--- src/design/vt4_pkg.sv ---
// vt4_pkg: shared types, widths and constants for the 4x4 vertex transform core.
// No dependencies; every other design file refers to it by scoped names.
package vt4_pkg;

  localparam int FracBits = 16;            // Q16.16 by default, valid range 8..24
  localparam int DataW    = 32;
  localparam int NumLanes = 4;             // one lane per output row
  localparam int NumCols  = 4;
  localparam int NumElem  = NumLanes * NumCols;
  localparam int IdxW     = $clog2(NumElem);
  localparam int ProdW    = 2 * DataW;     // exact product
  localparam int PairW    = ProdW + 1;     // sum of two products
  localparam int SumW     = ProdW + 2;     // sum of four products
  localparam int ShW      = SumW - FracBits;

  localparam logic signed [DataW-1:0] OneFix = DataW'(1) << FracBits;

  typedef enum logic [1:0] {
    OpLoadElem  = 2'd0,
    OpLoadIdent = 2'd1,
    OpXformVec  = 2'd2,
    OpXformPt   = 2'd3
  } opcode_e;

  typedef logic signed [DataW-1:0] fix_t;
  typedef logic signed [PairW-1:0] pair_t;

  // pipeline advance strobes handed to each lane
  typedef struct packed {
    logic s1_en;
    logic s2_en;
  } lane_ctrl_t;

  // column-major: element k is row k[1:0], column k[3:2]
  function automatic fix_t identity_elem(logic [IdxW-1:0] k);
    return (k[1:0] == k[3:2]) ? OneFix : '0;
  endfunction

endpackage

--- src/design/vt4_merge.sv ---
// vt4_merge: final row sums, floor shift, saturation and point-mode w override.
// Holds the output register. Depends on vt4_pkg.
module vt4_merge (
  input  logic           clk_i,
  input  logic           en_i,
  input  logic           point_i,
  input  vt4_pkg::pair_t pair_i [vt4_pkg::NumLanes][2],
  output vt4_pkg::fix_t  res_o  [vt4_pkg::NumLanes]
);

  vt4_pkg::fix_t res_d [vt4_pkg::NumLanes];
  vt4_pkg::fix_t res_q [vt4_pkg::NumLanes];

  function automatic vt4_pkg::fix_t sat_row(vt4_pkg::pair_t a, vt4_pkg::pair_t b);
    logic signed [vt4_pkg::SumW-1:0] sum;
    logic signed [vt4_pkg::ShW-1:0]  sh;
    logic                            ovf;
    sum = vt4_pkg::SumW'(a) + vt4_pkg::SumW'(b);
    sh  = vt4_pkg::ShW'(sum >>> vt4_pkg::FracBits);   // arithmetic: floor
    // in range only if bits above 31 all copy the sign
    ovf = (sh[vt4_pkg::ShW-1:vt4_pkg::DataW-1] != '0) &&
          (sh[vt4_pkg::ShW-1:vt4_pkg::DataW-1] != '1);
    if (!ovf)                  return sh[vt4_pkg::DataW-1:0];
    if (sh[vt4_pkg::ShW-1])    return {1'b1, {(vt4_pkg::DataW-1){1'b0}}};
    return {1'b0, {(vt4_pkg::DataW-1){1'b1}}};
  endfunction

  always_comb begin
    for (int r = 0; r < vt4_pkg::NumLanes; r++) begin
      res_d[r] = sat_row(pair_i[r][0], pair_i[r][1]);
    end
    if (point_i) res_d[vt4_pkg::NumLanes-1] = '0;
  end

  always_ff @(posedge clk_i) begin
    if (en_i) res_q <= res_d;
  end

  assign res_o = res_q;

endmodule

--- config.mk ---
export PLATFORM = sky130hd
export DESIGN_NAME = vt4_merge
export DESIGN_NICKNAME = d
export VERILOG_FILES = /design/src/design/vt4_pkg.sv /design/src/design/vt4_merge.sv
export SDC_FILE = /design/constraint.sdc
export NUM_CORES = 1
export LEC_CHECK = 0
export BUFFER_PORTS_ARGS = -buffer_cell sky130_fd_sc_hd__buf_2
export CAP_MARGIN = 25
export CORE_AREA = 2 2 253 255
export CTS_BUF_LIST = sky130_fd_sc_hd__clkbuf_4 sky130_fd_sc_hd__clkbuf_8 sky130_fd_sc_hd__clkbuf_16
export CTS_CLUSTER_SIZE = 12
export DETAILED_ROUTE_END_ITERATION = 8
export DIE_AREA = 0 0 255 257
export PLACE_DENSITY = 0.61
export SETUP_SLACK_MARGIN = 0.2
export SLEW_MARGIN = 20
export SYNTH_ARGS = -nofsm -noshare
export SYNTH_HDL_FRONTEND = slang
export SYNTH_SLANG_ARGS = --single-unit
--- constraint.sdc ---
create_clock -name clk_i -period 5.2 [get_ports clk_i]
set_input_delay 0.52 -clock clk_i [delete_from_list [all_inputs] [get_ports clk_i]]
set_output_delay 0.52 -clock clk_i [all_outputs]
set_load 0.05 [all_outputs]
==> metrics.csv <==
stage,metric,value,unit
yosys,Simple-Gate Fraction of Synth Area,21.27,%
yosys,Compound-Gate Fraction of Synth Area,31.89,%
yosys,post-synthesis sequential area ratio,18.33,%
global_routing,vias in the first global route,22720,
sta,RSZ-0062 raised after global routing,false,
setup_path,max incr delay on CP,0.58,ns
clocking,CTS buffer count,17,
clocking,H-tree Lvls,4,
yosys,Post-Synth XOR/XNOR Area,7.812,%
clocking,Max Buffers Root-to-Sink,2,
clocking,CTS sink count,128,
place,Post-Place Setup Slack,0.2748,ns
clocking,post-CTS setup repair buffer count,0,
sta,crit path time final,4.489,ns
sta,Worst Tran Pin Value,0.8892,ns
yosys,Post-synth top flop,edfxtp_1,
yosys,"EDFF count, synth",128,
routing,DR pass1 iterations,6,
yosys,synthesized area,20970,µm²
place,Final Wtd Congestion,0.9865,
yosys,Synth Area in Adders,15.28,%
die,# IOs,651,
power,Pwr Total,6.028,mW
global_routing,first-pass GRT wire length,130700,µm
yosys,syn_nets,3535,
sta,"Slew Viols, Final",0,
worst_hold_path,HP Class,in2reg,
clocking,CTS tree,built,
yosys,synthesis-stage register bit count,128,
die,Die Span X,255,µm
yosys,"top cells by area, synth","edfxtp_1, ha_1, a21oi_1",
clocking,cts hold-fix bufs,0,
clocking,"Reg clk slew, reported paths",0.07,ns
routing,routed len/inst,20.65,µm
sta,Final Hold Viols,0,
place,placed cells,4160,
final_layout,fill cell count,6571,
yosys,Ys Warns,0,
die,Core Region,62740,µm²
clocking,post-CTS resize count,0,
final_layout,Final #Nets,4112,
power,VDD IR max,0.1640,mV
final_layout,ratio of cells with drive above 1 in the final layout,23.70,%
routing,drt initial violations,2015,
run_status,outcome,finished clean,
yosys,cell taking the most area after synthesis,edfxtp_1,
global_routing,total track usage,25.35,%
yosys,largest family of logic cells by synthesized area,compound AO/OA/AOI/OAI gates,
sta,Final WS setup,0.7114,ns
place,DP HPWL,74110,µm
global_routing,initial antenna violation count,10,
power,Lkg Pwr,11.21,nW
setup_path,CP required,5.51,ns
sta,TNS Setup,0,ns
routing,Final ANT Viol Nets,0,
yosys,syn avg cell area,7.608,µm²
worst_hold_path,WHS Path Cells,2,
die,site row count,92,
sta,"Setup violations, final",0,
power,sequential share of power,22.6,%
final_layout,max FFs per register,128,
final_layout,"non-filler cells, final",4201,
sta,Final period util,86.32,%
yosys,post-synthesis mux area share,1.689,%
place,Port-buffer cells,650,
die,Die Ht,257,µm
routing,detail-routed via count per cell,5.731,
global_routing,largest net degree at the start of global routing,48,
die,die area,65540,µm²
final_layout,area of the multi-input gates,16390,µm²
power,Sw Share,47.86,%
yosys,Yosys top cell area share,18.33,%
setup_path,critical setup path kind,in2reg,
routing,DRC,0,
power,Comb pwr share,56.7,%
place,Post-DP Area,25150,µm²
setup_path,critical path capture point type,register,
yosys,ys async rst share,0,%
routing,routed wire length,86770,µm
setup_path,Worst EP arrival,4.80,ns
final_layout,FF/Latch Area,3844,µm²
setup_path,worst-path fanout max,31,
power,internal power,3.143,mW
sta,Fmax,0.2228,GHz
setup_path,cell breakdown of the critical path,"buf_2, ha_1, nand4_1, a21oi_1, o21a_1, o21ai_0, a2111oi_0, buf_4, o21ai_0, o41ai_2, a31oi_1, xnor2_1, or4_1, or4_1, buf_12, o221ai_1",
sta,relative slew slack,40.65,%
yosys,Cell variety after synth,87,
setup_path,CP startpoint kind,input pin,
worst_hold_path,Hold EP,res_o[31]$_SDFFCE_PP0P_,
power,Clk pwr share,20.6,%
worst_hold_path,Worst Min Path Start,point_i,
routing,DR vias,24070,
setup_path,CP max stage cell,or4_1,
global_routing,global route overflow,0,
power,Power Dens Cells,234.0,nW/µm²
die,Initial Utilization,33.42,%
power,sw power,2.885,mW
final_layout,Util after Layout,41.07,%
final_layout,fin area,25770,µm²
final_layout,"Area growth, synth to finish",22.89,%
job,Max-Cap Viols,0,
clocking,CTS root buffer,clkbuf_16,
yosys,post-synthesis instance total,2756,
sta,Fin Hold WS,0.4298,ns
## cell usage after synthesis (14+ instances only)
library cell  number
and2_1            17
mux2i_1           32
o21ai_0          203
xnor2_1          104
xor2_1            83
ha_1             256
or3_1             17
o221ai_2          30
o31ai_1           14
inv_1             60
nor3_1            56
clkbuf_1         110
o21bai_1          51
nor2_1           177
nand2_1          351
nor4_1            24
nand4_1          106
o211ai_1          26
or2_2             16
a211oi_1          20
nor2b_1           25
a21o_1           108
nand3_1           45
o21a_1            42
and3_1            25
edfxtp_1         128
nand2b_1          19
a31oi_1           26
a21oi_1          377
## worst max path at each step
stage	to	startpoint	cells past startpoint	slack (ns)
final	res_o[126]$_DFFE_PP_	pair_i[396]	16	0.71
after global routing	res_o[126]$_DFFE_PP_	pair_i[396]	18	0.41
after CTS	res_o[126]$_DFFE_PP_	pair_i[396]	16	0.82
after detailed placement	res_o[126]$_DFFE_PP_	pair_i[396]	16	0.27
after global placement	res_o[64]$_DFFE_PP_	pair_i[304]	16	0.31
after floorplan	res_o[92]$_DFFE_PP_	pair_i[305]	16	0.93
## power by group through the flow
stage          combinational (mW)  clock [mW]  sequential (mW)
2_1_floorplan                1.83           0             1.85
3_3_place_gp                 3.37           0             1.39
3_5_place_dp                 3.36           0             1.39
4_1_cts                      3.38        1.29             1.37
5_1_grt                      3.69        1.32             1.38
6_report                     3.42        1.24             1.37
## cells in the final DEF, fill, tap and decap left out, types with 60 or more instances in the layout
cell        n
inv_1      60
a21oi_1   377
nand2_1   350
nor2_1    177
a21o_1    108
o21ai_0   203
ha_1      256
xnor2_1   103
xor2_1     82
edfxtp_1  128
buf_2     649
nand4_1   106
## routing by layer
layer	wire length, µm	track usage [%]
met5	0	0
met4	2068	7.895
met3	6404	4.309
met2	41480	42.71
met1	36820	32.80
## worst max-delay path: cells and delay by family
family          cells  cell delay [ns]
compound gates      8             2.15
simple gates        3             1.08
buf+inv             3             0.54
fa+ha+maj           1             0.33
xor+xnor            1             0.17
## final cells by class
| cell class | instances | share of cell area, % |
|---|---|---|
| multi-input combinational | 2436 | 63.60 |
| sequential | 128 | 14.92 |
| inverter | 60 | 0.8741 |
| tap | 846 | 4.108 |
| clock inverter | 15 | 0.6556 |
| antenna | 9 | 0.08741 |
| clock buffer | 17 | 1.651 |
| timing repair buffer | 690 | 14.11 |
## cells by family (layout without fill, tap and decap cells)
family / count (synthesis) / count (layout)
compound gates: 1031 / 1031
simple gates: 927 / 927
fa+ha+maj: 256 / 256
buf+inv: 192 / 782
xor+xnor: 187 / 187
flops: 128 / 128
mux: 35 / 35
other cells: 0 / 9
No activity file was read; power rests on OpenSTA's default activity.
